[src/sv/log_polynomial_potential_eval_top_macros.svh]
// Assertion macros shared by the potential evaluator RTL.
`ifndef LOG_POLYNOMIAL_POTENTIAL_EVAL_TOP_MACROS_SVH
`define LOG_POLYNOMIAL_POTENTIAL_EVAL_TOP_MACROS_SVH

`ifndef SYNTHESIS

`define LPPE_ASSERT_IMPLY(label, clk, rst, ante, cons) \
   label: assert property (@(posedge clk) disable iff (rst) (ante) |-> (cons)) \
      else $error("%m: implication check failed");

`define LPPE_ASSERT_NEXT(label, clk, rst, ante, cons) \
   label: assert property (@(posedge clk) disable iff (rst) (ante) |=> (cons)) \
      else $error("%m: next-cycle check failed");

`else

`define LPPE_ASSERT_IMPLY(label, clk, rst, ante, cons)

`define LPPE_ASSERT_NEXT(label, clk, rst, ante, cons)

`endif

`endif

[src/sv/lppe_pkg.sv]
// Types and constants of the log-polynomial potential evaluator.
`default_nettype none

package lppe_pkg;

   localparam int U_W        = 32;
   localparam int COEF_W     = 32;
   localparam int OUT_W      = 48;
   localparam int NCOEF      = 8;
   localparam int COEF_IDX_W = 3;
   localparam int CSR_IDX_W  = 8;
   localparam int P_W        = 5;
   localparam int LOG_STAGES = 32;
   localparam int NL_W       = 31;
   localparam int LP_W       = 38;
   localparam int A_W        = 40;
   localparam int CW         = 44;
   localparam int TW         = 56;
   localparam int SW         = 58;
   localparam int NTERM      = 13;
   localparam int NPOW       = 6;
   localparam int MUL_LAT    = 3;
   localparam int LOG_SHIFT  = 26;
   localparam int TERM_SHIFT = 23;
   localparam int FRAC_SHIFT = 8;

   localparam logic [U_W-1:0] U_ONE   = 32'h8000_0000;
   localparam logic [U_W-1:0] LN2_Q32 = 32'd2977044472;

   localparam logic [COEF_IDX_W-1:0] COEF_A0  = 3'd0;
   localparam logic [COEF_IDX_W-1:0] COEF_A1  = 3'd1;
   localparam logic [COEF_IDX_W-1:0] COEF_A3  = 3'd2;
   localparam logic [COEF_IDX_W-1:0] COEF_A4  = 3'd3;
   localparam logic [COEF_IDX_W-1:0] COEF_A5C = 3'd4;
   localparam logic [COEF_IDX_W-1:0] COEF_A5L = 3'd5;
   localparam logic [COEF_IDX_W-1:0] COEF_A6C = 3'd6;
   localparam logic [COEF_IDX_W-1:0] COEF_A6L = 3'd7;

   typedef logic [NCOEF-1:0][COEF_W-1:0] coef_set_type;

   localparam coef_set_type COEF_RESET = {
      32'h0000_0000, 32'h0000_0000, 32'h0000_0000, 32'h0000_0000,
      32'h0000_0000, 32'h0000_0000, 32'hFE00_0000, 32'h0100_0000
   };

   typedef struct packed {
      logic [U_W-1:0] x;
      logic [P_W-1:0] p;
      logic [U_W-1:0] m;
   } norm_item_type;

endpackage

`default_nettype wire

[src/sv/lppe_queue.sv]
// Short queue of normalized transactions between front end and datapath.
`default_nettype none
`include "log_polynomial_potential_eval_top_macros.svh"

module lppe_queue import lppe_pkg::*; #(
   parameter int DEPTH = 4
) (
   input  logic          clock,
   input  logic          reset,
   input  logic          push,
   input  norm_item_type push_item,
   output logic          full,
   input  logic          pop,
   output norm_item_type pop_item,
   output logic          empty
);

   localparam int AW   = (DEPTH > 1) ? $clog2(DEPTH) : 1;
   localparam int CNTW = $clog2(DEPTH + 1);

   norm_item_type   mem_ff [DEPTH];
   logic [AW-1:0]   wr_ff, wr_in, rd_ff, rd_in;
   logic [CNTW-1:0] count_ff, count_in;
   logic            do_push, do_pop;

   assign full     = (count_ff == CNTW'(DEPTH));
   assign empty    = (count_ff == '0);
   assign do_push  = push && !full;
   assign do_pop   = pop && !empty;
   assign pop_item = mem_ff[rd_ff];

   always_comb begin
      wr_in    = wr_ff;
      rd_in    = rd_ff;
      count_in = count_ff;
      if (do_push) begin
         wr_in = (wr_ff == AW'(DEPTH - 1)) ? '0 : wr_ff + 1'b1;
      end
      if (do_pop) begin
         rd_in = (rd_ff == AW'(DEPTH - 1)) ? '0 : rd_ff + 1'b1;
      end
      if (do_push && !do_pop) begin
         count_in = count_ff + 1'b1;
      end else if (do_pop && !do_push) begin
         count_in = count_ff - 1'b1;
      end
   end

   always_ff @(posedge clock) begin
      if (reset) begin
         wr_ff    <= '0;
         rd_ff    <= '0;
         count_ff <= '0;
      end else begin
         wr_ff    <= wr_in;
         rd_ff    <= rd_in;
         count_ff <= count_in;
      end
   end

   always_ff @(posedge clock) begin
      if (do_push) begin
         mem_ff[wr_ff] <= push_item;
      end
   end

   `LPPE_ASSERT_IMPLY(a_count_range, clock, reset, 1'b1, count_ff <= CNTW'(DEPTH))
   `LPPE_ASSERT_NEXT(a_push_count, clock, reset, do_push && !do_pop, count_ff == $past(count_ff) + 1'b1)
   `LPPE_ASSERT_IMPLY(a_empty_ptrs, clock, reset, count_ff == '0, rd_ff == wr_ff)

endmodule

`default_nettype wire

[config.mk]
export PLATFORM = sky130hd
export DESIGN_NAME = lppe_queue
export DESIGN_NICKNAME = d
export VERILOG_FILES = /design/src/sv/lppe_pkg.sv /design/src/sv/lppe_queue.sv
export VERILOG_INCLUDE_DIRS = /design/src /design/src/sv
export SDC_FILE = /design/constraint.sdc
export NUM_CORES = 1
export LEC_CHECK = 0
export BUFFER_PORTS_ARGS = -buffer_cell sky130_fd_sc_hd__buf_2
export CAP_MARGIN = 5
export CORE_UTILIZATION = 39
export DETAILED_ROUTE_END_ITERATION = 8
export GPL_TIMING_DRIVEN = 0
export HOLD_SLACK_MARGIN = 0.12
export REMOVE_ABC_BUFFERS = 1
export SLEW_MARGIN = 20
export SYNTH_ARGS = -nofsm -noshare
export SYNTH_HDL_FRONTEND = slang
export SYNTH_SLANG_ARGS = --single-unit
[constraint.sdc]
create_clock -name clock -period 5.6 [get_ports clock]
set_clock_uncertainty 0.05 [all_clocks]
set_input_delay 1.12 -clock clock [delete_from_list [all_inputs] [get_ports clock]]
set_output_delay 1.12 -clock clock [all_outputs]
set_load 0.1 [all_outputs]
==> flow_summary.json <==
{
  "dr.pass1.iters": 6,
  "yosys-top-cells-area": "edfxtp_1 (79%), mux4_2 (15%), dfxtp_1 (1.7%)",
  "fin_util_pct": 48.42,
  "status": "complete, but fails checks",
  "fp.dieH_um": 165.6,
  "grt_pass1_vias": 5147,
  "cts_buffer_depth": 3,
  "ios": 144,
  "ys_ff_latch": 285,
  "htreeDepth": 1,
  "track_usage_pct": 13.61,
  "grt_pass1_wl_mm": 27.89,
  "layout_worst_path_cycle_share_pct": 62.02,
  "place_ws_ns": 2.611,
  "setup_tns_ns": 0,
  "num_rows": 59,
  "worstPathArrival_ns": 2.30,
  "hold_viol": 0,
  "crit_required_ns": 4.43,
  "dp_hpwl_mm": 10.88,
  "rsz0062_at_grt": "false",
  "synth_top_area_cell": "edfxtp_1",
  "drive_above_1_share_pct": 45.38,
  "via_per_inst": 4.998,
  "drv_cap": 0,
  "max_freq_ghz": 0.2879,
  "tightest_slew_ns": 0.6557,
  "cts.sinks": 285,
  "min_period_ns": 3.473,
  "crit_slowest_cell": "dfxtp_4",
  "critPathKind": "reg -> out",
  "crit_path_cell_trace": "buf_16 -> mux4_2 -> buf_2",
  "p_leak_uw": 0.004241,
  "fin_ws_ns": 2.127,
  "path_clk_slew_ns": 0.06,
  "r2r_slack_ns": 3.12,
  "drc": 16,
  "power_density_nw_per_um2": 571.6,
  "num_vias": 4648,
  "die_x_um": 165.6,
  "rr_worst_depth": 7,
  "yosysWarnings": 0,
  "start_util_pct": 39.94,
  "layout_commonest_cell": "edfxtp_1",
  "syn_inst": 411,
  "setup_viol": 0,
  "crit_path_end_kind": "output pin",
  "hp-class": "reg -> reg",
  "grt_start_max_net_pins": 44,
  "synth_area_per_cell_um2": 25.40,
  "path_max_fanout": 30,
  "overflow": 0,
  "worst_ir_drop_vdd_mv": 0.4538,
  "cts_hold_buf": 0,
  "cts_buffers": 30,
  "netlist_area_um2": 10440,
  "place_congestion": 0.6754,
  "finalPower_uw": 7232,
  "ys_seq_area_share_pct": 81.13,
  "diodes": 0,
  "critPathCapture": "pop_item[33]",
  "cts_tree": "built",
  "cts_resized": 0,
  "reg2reg_from": "count_ff[0]$_SDFFE_PP0P_",
  "slew_headroom_pct": 55.92,
  "slowest_delay_ns": 0.57,
  "clk_latency_ns": 0.55,
  "ys_types": 25,
  "mostFrequentLayoutCells": "edfxtp_1 (276), buf_2 (143), mux4_2 (69), clkbuf_16 (30)",
  "drt_iter0_markers": 261,
  "post_drt_wl_per_cell_um": 19.58,
  "synth_top_area_share_pct": 79.41,
  "area_growth_pct": 21.23,
  "die_area_um2": 27420,
  "rr_endpoint": "count_ff[2]$_SDFFE_PP0P_",
  "core_area_um2": 26130,
  "start_kind": "register",
  "ant_nets": 0,
  "wirelength_mm": 18.21,
  "finalNetCount": 655,
  "portBuffers": 143,
  "slew_violations": 0,
  "violations": "design-rule violations",
  "antenna_found_initial": 1,
  "cts_root_buf": "clkbuf_16",
  "postCtsSetupRepairBufs": 0
}
-- synthesized netlist by cell type --
master	instances
xor2_1	2
ha_1	6
and3_1	4
fa_1	1
or3b_1	1
o21ai_0	2
nand3_1	2
nand2_1	1
or3_1	2
inv_2	1
buf_2	3
inv_1	4
nor2_1	4
clkbuf_1	6
buf_6	1
buf_12	2
edfxtp_1	276
a21oi_1	3
mux4_2	69
o31ai_1	1
o31ai_2	1
dfxtp_1	9
buf_4	6
mux2i_1	2
nor3_1	2
-- worst max-delay path: cells and delay by family, from the launching register on --
family   cells  cell delay (ns)
flops        1             0.57
mux          1             0.55
buf+inv      2             0.60
-- cell type report --
class / instances / area, um2
Fill cell: 2155 / 13480
Sequential cell: 285 / 8476
Multi-Input combinational cell: 103 / 1837
Timing Repair Buffer: 150 / 908.4
Clock buffer: 34 / 765.7
Tap cell: 335 / 419.2
Clock inverter: 18 / 229.0
Inverter: 5 / 18.77
-- report_power, final --
| group | internal, uW | switching, uW |
|---|---|---|
| combinational | 557 | 2030 |
| clock | 1210 | 769 |
| sequential | 2580 | 90.7 |
-- how the worst min path moves through the flow --
stage | start | end | cells past startpoint
after floorplan | rd_ff[0]$_SDFFE_PP0P_ | register | 2
after global placement | rd_ff[0]$_SDFFE_PP0P_ | rd_ff[0]$_SDFFE_PP0P_ | 2
after detailed placement | rd_ff[0]$_SDFFE_PP0P_ | register | 2
after CTS | rd_ff[0]$_SDFFE_PP0P_ | register | 2
after global routing | rd_ff[0]$_SDFFE_PP0P_ | register | 2
final | rd_ff[0]$_SDFFE_PP0P_ | register | 2
-- cell families (layout without fill, tap and decap cells) --
group | Yosys count | count (layout) | share of synthesized area [%]
fa+ha+maj | 7 | 7 | 0.9110
buf+inv | 23 | 207 | 1.462
compound gates | 7 | 7 | 0.4315
simple gates | 16 | 16 | 0.8150
flops | 285 | 285 | 81.13
xor+xnor | 2 | 2 | 0.1679
mux | 71 | 71 | 15.08
-- state kept, by name, summed over array words and instances (netlist names), named ones only --
name,count
mem_ff,276
wr_ff,2
count_ff,3
rd_ff,2
-- stage by stage --
stage / hold WS [ns] / area, um2 / cells
final: 0.4334 / 12650 / 930
after global routing: 0.4791 / 12650 / 930
after CTS: 0.4361 / 12650 / 930
after detailed placement: 0.4276 / 11660 / 878
after global placement: 0.4268 / 11440 / 871
after floorplan: 0.4059 / 10300 / 393
-- routing by layer --
metal	GRT usage [%]	part of all wire [%]	up-vias
met4	3.719	2.4	0
li1	-	-	2088
met1	16.05	39	2415
met3	3.846	6.6	33
met5	0	0	-
met2	24.22	52	112
No activity file was read; power rests on OpenSTA's default activity.
