## src/sv/log_polynomial_potential_eval_top_macros.svh

```systemverilog
// Assertion macros shared by the potential evaluator RTL.
`ifndef LOG_POLYNOMIAL_POTENTIAL_EVAL_TOP_MACROS_SVH
`define LOG_POLYNOMIAL_POTENTIAL_EVAL_TOP_MACROS_SVH

`ifndef SYNTHESIS

`define LPPE_ASSERT_IMPLY(label, clk, rst, ante, cons) \
   label: assert property (@(posedge clk) disable iff (rst) (ante) |-> (cons)) \
      else $error("%m: implication check failed");

`define LPPE_ASSERT_NEXT(label, clk, rst, ante, cons) \
   label: assert property (@(posedge clk) disable iff (rst) (ante) |=> (cons)) \
      else $error("%m: next-cycle check failed");

`else

`define LPPE_ASSERT_IMPLY(label, clk, rst, ante, cons)

`define LPPE_ASSERT_NEXT(label, clk, rst, ante, cons)

`endif

`endif

```

## src/sv/lppe_pkg.sv

```systemverilog
// Types and constants of the log-polynomial potential evaluator.
`default_nettype none

package lppe_pkg;

   localparam int U_W        = 32;
   localparam int COEF_W     = 32;
   localparam int OUT_W      = 48;
   localparam int NCOEF      = 8;
   localparam int COEF_IDX_W = 3;
   localparam int CSR_IDX_W  = 8;
   localparam int P_W        = 5;
   localparam int LOG_STAGES = 32;
   localparam int NL_W       = 31;
   localparam int LP_W       = 38;
   localparam int A_W        = 40;
   localparam int CW         = 44;
   localparam int TW         = 56;
   localparam int SW         = 58;
   localparam int NTERM      = 13;
   localparam int NPOW       = 6;
   localparam int MUL_LAT    = 3;
   localparam int LOG_SHIFT  = 26;
   localparam int TERM_SHIFT = 23;
   localparam int FRAC_SHIFT = 8;

   localparam logic [U_W-1:0] U_ONE   = 32'h8000_0000;
   localparam logic [U_W-1:0] LN2_Q32 = 32'd2977044472;

   localparam logic [COEF_IDX_W-1:0] COEF_A0  = 3'd0;
   localparam logic [COEF_IDX_W-1:0] COEF_A1  = 3'd1;
   localparam logic [COEF_IDX_W-1:0] COEF_A3  = 3'd2;
   localparam logic [COEF_IDX_W-1:0] COEF_A4  = 3'd3;
   localparam logic [COEF_IDX_W-1:0] COEF_A5C = 3'd4;
   localparam logic [COEF_IDX_W-1:0] COEF_A5L = 3'd5;
   localparam logic [COEF_IDX_W-1:0] COEF_A6C = 3'd6;
   localparam logic [COEF_IDX_W-1:0] COEF_A6L = 3'd7;

   typedef logic [NCOEF-1:0][COEF_W-1:0] coef_set_type;

   localparam coef_set_type COEF_RESET = {
      32'h0000_0000, 32'h0000_0000, 32'h0000_0000, 32'h0000_0000,
      32'h0000_0000, 32'h0000_0000, 32'hFE00_0000, 32'h0100_0000
   };

   typedef struct packed {
      logic [U_W-1:0] x;
      logic [P_W-1:0] p;
      logic [U_W-1:0] m;
   } norm_item_type;

endpackage

`default_nettype wire

```

## src/sv/lppe_front.sv

```systemverilog
// Input front end: clamps u and normalizes it for the logarithm.
`default_nettype none

module lppe_front import lppe_pkg::*; (
   input  logic [U_W-1:0] u_value,
   output norm_item_type  item
);

   logic [U_W-1:0] x;
   logic [P_W-1:0] p;

   always_comb begin
      x = u_value;
      if (u_value == '0) begin
         x = U_W'(1);
      end else if (u_value > U_ONE) begin
         x = U_ONE;
      end
      p = '0;
      for (int i = 0; i < U_W; i++) begin
         if (x[i]) begin
            p = P_W'(i);
         end
      end
      item.x = x;
      item.p = p;
      item.m = x << (P_W'(U_W - 1) - p);
   end

endmodule

`default_nettype wire

```

## config.mk

```make
export PLATFORM = sky130hd
export DESIGN_NAME = lppe_front
export DESIGN_NICKNAME = d
export VERILOG_FILES = /design/src/sv/log_polynomial_potential_eval_top_macros.svh /design/src/sv/lppe_pkg.sv /design/src/sv/lppe_front.sv
export SDC_FILE = /design/constraint.sdc
export NUM_CORES = 1
export LEC_CHECK = 0
export BUFFER_PORTS_ARGS = -buffer_cell sky130_fd_sc_hd__buf_2
export CAP_MARGIN = 10
export CORE_UTILIZATION = 25
export DETAILED_ROUTE_END_ITERATION = 6
export PLACE_DENSITY_LB_ADDON = 0.25
export SLEW_MARGIN = 20
export SYNTH_ARGS = -nofsm -noshare
export SYNTH_HDL_FRONTEND = slang
export SYNTH_SLANG_ARGS = --single-unit
```

## constraint.sdc

```tcl
create_clock -name vclk -period 2.6
set_input_delay 0.13 -clock vclk [all_inputs]
set_output_delay 0.13 -clock vclk [all_outputs]
set_load 0.02 [all_outputs]
```

==> metrics, run 1 <==
Die Wd 102 µm; maxcap violations 0; I/O Pins 101; Final Max Tran Viols 0; Starting Density 0.263; routed vias/inst 5.45; first-pass GRT wire length 21400 µm; routed length per instance 17.7 µm; crit share post-route 1.08; synth top area cells nor2_1 (8.2%), o21ai_0 (7.3%), nand2_1 (7.1%); initial antenna violation count 0; RSZ-0062 raised after global routing yes; maximum clock rate 0.357 GHz; Cells after Synth 408; FF/Latch Area 0 µm²; synth cell count leaders nor2_1 (54), nand2_1 (47), o21ai_0 (36), a21oi_1 (29), and2_1 (25); worst slew pin tran 0.513 ns; post-synth top area share 0.0818; final non-filler cell area 5500 µm²; Min Clock Period, post-route 2.80 ns; Pleak 2.51 nW; total power 1.26 mW; HPWL Detailed 10700 µm; final core occ 0.584; final WL 14100 µm; Final GP Congestion 0.918; dominant cell type by area after synthesis nor2_1; HP Class in2out; Max VDD drop 0.000101 V; failing checks setup timing; syn_nets 440; DRC Markers 0; share of layout cells above drive strength 1 0.648; synth warn 0; vias in the first global route 4154; mean area per synthesized cell 6.07 µm²; ANT cells 0; Finish-stage setup viols 23; total grt overflow 0; top-count cell post-synth nor2_1; via count 4355; filler cell count 845; DRT Pass-1 Iters 5; dpl cell area 4350 µm²; pin count of the biggest net entering global routing 25; Slew HR 0.657; min setup slack post-route -0.199 ns; Initial DRC Count 272; Seq/Total Area, Yosys 0; Post-Place Cells 773; crit path DAT 2.67 ns; Final Non-Filler Cells 799; crit path capture type primary output; Post-Syn Area 2480 µm²; DIE AREA 10300 µm²; Worst setup SP type input pin; crit path max fanout 7; outcome finished with violations; Required @ worst endpoint 2.47 ns; die height 102 µm; # hold bufs at CTS 0; Final ANT Viol Nets 0; kind of critical path in2out; Pwr Density 229 nW/µm²; area grow syn2layout 122%; nets@finish 704; clock buffers 0; row count 35; sequential cell count 0; Final Hold Fails 0; Core ar. 9420 µm²; Distinct cells, synth 62; Port Buffer Count 99; GRT Total Usage 0.261
## logic make-up (layout without fill, tap and decap cells)
logic type	after synthesis	after routing	synth area share
AOI/OAI and AO/OA	167	167	0.464
and+or+nand+nor	171	171	0.361
buffers and inverters	50	312	0.0929
muxes	18	18	0.0793
other	2	2	0.00303
## worst max-delay path, cell delays in order
cell	delay, ns
buf_6	0.10
buf_6	0.11
nand2b_4	0.06
a221oi_4	0.07
o311ai_4	0.36
a41o_2	0.40
buf_4	0.18
buf_4	0.15
a21oi_2	0.08
a22oi_2	0.21
a21oi_2	0.11
buf_4	0.16
a211oi_2	0.30
o22ai_4	0.10
buf_6	0.14
## path summary, 6_finish.rpt
check	startpoint	to	slack (ns)	cells past startpoint
max	u_value[1]	item[28]	-0.20	15
min	u_value[31]	item[68]	0.55	2
## where the power goes
part	total [mW]	switching, mW	internal [mW]
sequential	0	0	0
clock	0	0	0
combinational	1.26	0.669	0.593
## metal layers
metal  track usage  share of wire  vias up
met3        0.0138          0.052       23
li1              -              -     2067
met2         0.446           0.48      182
met1         0.354           0.44     2083
met5             0              0        -
met4        0.0691          0.020        0
## cells in the final DEF (no fill, tap or decap), types with 5 or more instances in the layout
cell type	instances
buf_4	192
buf_2	65
nor2_1	46
nand2_1	43
buf_6	33
o21ai_0	24
and2_1	23
a21oi_2	17
o21ai_1	13
a21oi_1	12
o22ai_2	11
nand3_1	9
nor4_4	8
inv_1	8
mux2i_1	8
o21ai_2	8
nor2_2	7
o22ai_4	6
o221ai_2	6
o211a_1	5
## repair_timing
action | in CTS | in global routing
gates cloned | 0 | 1
buffers inserted | 17 | 10
resized for setup | 131 | 91
endpoints found under the setup margin | 29 | 28
pin swaps | 33 | 29
## final cells by class
class,count,area (µm²),share of cell area
timing repair buffer,297,2270,0.412
multi-input combinational,358,3010,0.546
tap,129,161,0.0293
inverter,15,66.3,0.0121
## stage by stage
| step | setup WS, ns | TNS [ns] | hold slack [ns] |
|---|---|---|---|
| after floorplan | 0.000636 | 0 | 0.389 |
| after global placement | -0.554 | -9.27 | 0.547 |
| after detailed placement | -0.521 | -10.21 | 0.552 |
| after CTS | -0.126 | -1.34 | 0.551 |
| after global routing | -0.326 | -5.77 | 0.570 |
| final | -0.199 | -2.60 | 0.555 |
(Power assumes the default switching activity.)
==> run 2, diff against run 1 <==
GPL_TIMING_DRIVEN = 0   (was not set)
SETUP_SLACK_MARGIN = 0.2   (was not set)
SKIP_LAST_GASP = 1   (was not set)
==> metrics, run 2 (synthesis results as in run 1) <==
row count 35 (unchanged); HP Class in2out; Slowest Stage Delay on Critical Path 0.51 ns (+0.11 ns); share of layout cells above drive strength 1 0.565 (-0.0824); crit path max fanout 6 (-1); Most Used Layer, Global Route met2; crit share post-route 1.13 (+0.0535); # hold bufs at CTS 0 (unchanged); Final Max Tran Viols 0 (unchanged); Max VDD drop 0.0000830 V (-18%); ANT cells 0 (unchanged); total grt overflow 0 (unchanged); Core ar. 9420 µm² (unchanged); Final Hold Fails 0 (unchanged); DIE AREA 10300 µm² (unchanged); GRT Total Usage 0.256 (-0.00427); Hold WS 0.582 ns (+0.0275 ns); clock buffers 0 (unchanged); Slew HR 0.589 (-0.0673); sequential cell count 0 (unchanged); Critical Path, Cell by Cell buf_4 > nor4_4 > nand4_4 > o41ai_4 > buf_4 > buf_6 > and2_4 > a21boi_4 > o32ai_4 > mux2i_1 > buf_4 > nor2_1 > nor2_1 > buf_4; FF/Latch Area 0 µm² (unchanged); min setup slack post-route -0.338 ns (-0.139 ns); outcome finished with violations; Port Buffer Count 97 (-2.0%); crit path DAT 2.81 ns (+0.14 ns); via count 4165 (-4.4%); CP top delay family simple AND/OR/NAND/NOR gates; DRT Pass-1 Iters 5 (unchanged); RSZ-0062 raised after global routing yes; DRC Markers 0 (unchanged); Setup TNS -5.07 ns (-2.47 ns); Setup WS pre-CTS -0.762 ns (-0.241 ns); Min Clock Period, post-route 2.94 ns (+0.139 ns); routed vias/inst 5.99 (+9.9%); Required @ worst endpoint 2.47 ns (about the same); sequential group share of total power 0 (unchanged); initial antenna violation count 0 (unchanged); total power 1.18 mW (-6.4%); Sw Ratio 0.563 (+0.0332); final WL 14100 µm (about the same); nets@finish 600 (-15%); net load switching power 0.666 mW (-0.50%); Pleak 2.01 nW (-20%); Final GP Congestion 0.940 (+2.4%); commonest non-fill, non-tap cell in the layout buf_4; crit path capture type primary output; Starting Density 0.263 (unchanged); maxcap violations 0 (unchanged); vias in the first global route 3866 (-6.9%); Pwr Density 244 nW/µm² (+6.2%); first-pass GRT wire length 20800 µm (-3.1%); Pint 0.516 mW (-13%); met3 Use GR 0.0317 (+0.0179); Most common cell on crit path buf_4; Bufs and invs on worst path 5 (-1); most frequent cells in the layout buf_4 (83), nor2_1 (44), buf_2 (44); Final ANT Viol Nets 0 (unchanged); kind of critical path in2out; M2 GR Usage 0.429 (-0.0177); Initial DRC Count 425 (+56%); maximum clock rate 0.340 GHz (-4.7%); Worst setup SP type input pin; HPWL Detailed 9690 µm (-9.2%); routed length per instance 20.3 µm (+15%); Die Wd 102 µm (unchanged); pin count of the biggest net entering global routing 11 (-56%); area grow syn2layout 95.8%; failing checks setup timing; Slowest cell on crit path o41ai_4; GR Util met1 0.337 (-0.0175); Finish-stage setup viols 25 (+8.7%); Comb power frac 1.000 (about the same); die height 102 µm (unchanged); worst slew pin tran 0.616 ns (+0.103 ns); I/O Pins 101 (unchanged); final core occ 0.515 (-0.0692); clock share of power 0 (unchanged)
[run 2: layout make-up]
| cell class | count | area, µm² |
|---|---|---|
| fill | 897 | 4570 |
| multi-input combinational | 358 | 3090 |
| timing repair buffer | 157 | 1230 |
| buffer | 35 | 294 |
| tap | 129 | 161 |
| inverter | 15 | 66.3 |
| timing repair inverter | 1 | 3.75 |
[run 2: timing repair]
action                     4_1_cts  5_1_grt
gates cloned                     2        1
hold endpoints to repair         0        0
gates resized for setup        202      100
setup buffers                   43       15
pin swaps                       50       32
setup endpoints to repair       42       40
[run 2: metrics by stage]
stage | instance area, µm² | std cells
2_1_floorplan | 2610 | 408
3_3_place_gp | 3260 | 634
3_5_place_dp | 3260 | 634
4_1_cts | 4410 | 679
5_1_grt | 4850 | 695
6_report | 4850 | 695
[run 2: routing by layer]
layer / up-vias / part of all wire
li1: 1857 / -
met1: 1968 / 0.42
met3: 51 / 0.083
met4: 0 / 0.040
met5: - / 0
met2: 289 / 0.46
[run 2: power by group through the flow]
stage,sequential (mW),clock (mW),combinational [mW]
after CTS,0,0,1.05
after global placement,0,0,0.769
after detailed placement,0,0,0.769
after global routing,0,0,1.24
after floorplan,0,0,0.506
final,0,0,1.18
[run 2: path summary, 6_finish.rpt]
kind / from / to / slack (ns) / depth (start not counted)
max: u_value[8] / item[19] / -0.34 / 14
min: u_value[16] / item[53] / 0.58 / 3
==> run 3, diff against run 2 <==
SETUP_SLACK_MARGIN = 0.5   (was 0.2)
==> metrics, run 3 (synthesis results as in run 1) <==
outcome finished with violations; failing checks setup timing; routed length per instance 20.2 µm (-0.76%); share of layout cells above drive strength 1 0.626 (+0.0605); pin count of the biggest net entering global routing 11 (unchanged); Finish-stage setup viols 24 (-4.0%); HP Class in2out; maxcap violations 0 (unchanged); die height 102 µm (unchanged); worst slew pin tran 0.624 ns (+0.00774 ns); ANT cells 0 (unchanged); total grt overflow 0 (unchanged); min setup slack post-route -0.191 ns (+0.147 ns); Worst setup SP type input pin; crit path max fanout 10 (+4); Max VDD drop 0.0000967 V (+17%); crit path capture type primary output; Final Non-Filler Cells 693 (-0.29%); Core ar. 9420 µm² (unchanged); Starting Density 0.263 (unchanged); Final Max Tran Viols 0 (unchanged); Port Buffer Count 97 (unchanged); clock buffers 0 (unchanged); Hold Crit Start u_value[21]; most frequent cells in the layout buf_4 (84), buf_6 (41), nand2_1 (41); Final GP Congestion 0.960 (+2.1%); vias in the first global route 3752 (-2.9%); initial antenna violation count 0 (unchanged); Pleak 2.10 nW (+4.5%); HPWL Detailed 9760 µm (+0.70%); crit path DAT 2.66 ns (-0.15 ns); Post-Place Cells 634 (unchanged); maximum clock rate 0.358 GHz (+5.3%); kind of critical path in2out; routed vias/inst 5.92 (-1.2%); row count 35 (unchanged); DRT Pass-1 Iters 5 (unchanged); Required @ worst endpoint 2.47 ns (about the same); area grow syn2layout 105%; Setup WS pre-CTS -0.737 ns (+0.0243 ns); GRT Total Usage 0.251 (-0.00594); final WL 14000 µm (-1.0%); commonest non-fill, non-tap cell in the layout buf_4; I/O Pins 101 (unchanged); via count 4103 (-1.5%); Min Clock Period, post-route 2.79 ns (-0.147 ns); RSZ-0062 raised after global routing yes; first-pass GRT wire length 20400 µm (-2.1%); Hold Path Sink item[58]; Final ANT Viol Nets 0 (unchanged); Pwr Density 245 nW/µm² (+0.62%); nets@finish 598 (-0.33%); crit share post-route 1.07 (-0.0565); filler cell count 871 (-2.9%); FF/Latch Area 0 µm² (unchanged); Initial DRC Count 404 (-4.9%); sequential cell count 0 (unchanged); DIE AREA 10300 µm² (unchanged); total power 1.24 mW (+5.3%); Slew HR 0.584 (-0.00516); DRC Markers 0 (unchanged); Final Hold Fails 0 (unchanged); Die Wd 102 µm (unchanged); Setup TNS -2.30 ns (+2.78 ns); Hold Crit Depth 3 (unchanged)
[run 3: changes by cell type in the layout (fill, tap and decap cells not counted), sizes merged]
cell and change:
buf +4, clkbuf -5, clkinv +1, inv -2
[run 3: worst max path at each step]
stage / end / startpoint / cells after the start / slack [ns]
floorplan: item[23] / u_value[28] / 10 / 0.20
global placement: item[23] / u_value[1] / 11 / -0.84
detailed placement: item[23] / u_value[1] / 11 / -0.74
CTS: item[23] / u_value[1] / 12 / -0.19
global route: item[22] / u_value[24] / 15 / -0.28
finish: item[22] / u_value[24] / 15 / -0.19
[run 3: what timing repair did]
action,4_1_cts,5_1_grt
gates cloned,1,2
endpoints found under the setup margin,62,50
resized for setup,157,157
buffers inserted,34,22
pin swaps,38,46
hold endpoints to repair,0,0
hold buffers,0,0
[run 3: worst max-delay path, cell delays in order]
cell	delay, ns
buf_2	0.18
nand2b_1	0.13
a21oi_1	0.11
o41ai_4	0.33
buf_4	0.19
buf_6	0.17
buf_4	0.20
nand2_1	0.10
o21ai_0	0.21
o22ai_2	0.13
buf_4	0.16
mux2i_4	0.21
a2bb2oi_1	0.12
a21oi_2	0.15
buf_4	0.15
[run 3: where the power goes]
part,internal (mW),total (mW),switching (mW)
Clock,0,0,0
Combinational,0.558,1.24,0.686
Sequential,0,0,0
[run 3: routing by layer]
metal,up-vias,wire [µm],track usage
li1,1851,-,-
met1,1984,5840,0.353
met2,221,6630,0.411
met3,47,1010,0.00897
met4,0,492,0.0792
met5,-,0,0
[run 3: layout make-up]
class,count,area [µm²],share of cell area
inverter,15,68.8,0.0136
multi-input combinational,358,3220,0.634
timing repair buffer,156,1320,0.259
tap,129,161,0.0318
buffer,35,310,0.0612
[run 3: per-stage QoR]
stage	cell area (µm²)	util	hold WS, ns
floorplan	2760	-	0.397
global placement	3410	0.362	0.646
detailed placement	3410	0.362	0.643
CTS	4300	0.457	0.627
global route	5070	0.539	0.625
finish	5070	0.539	0.600
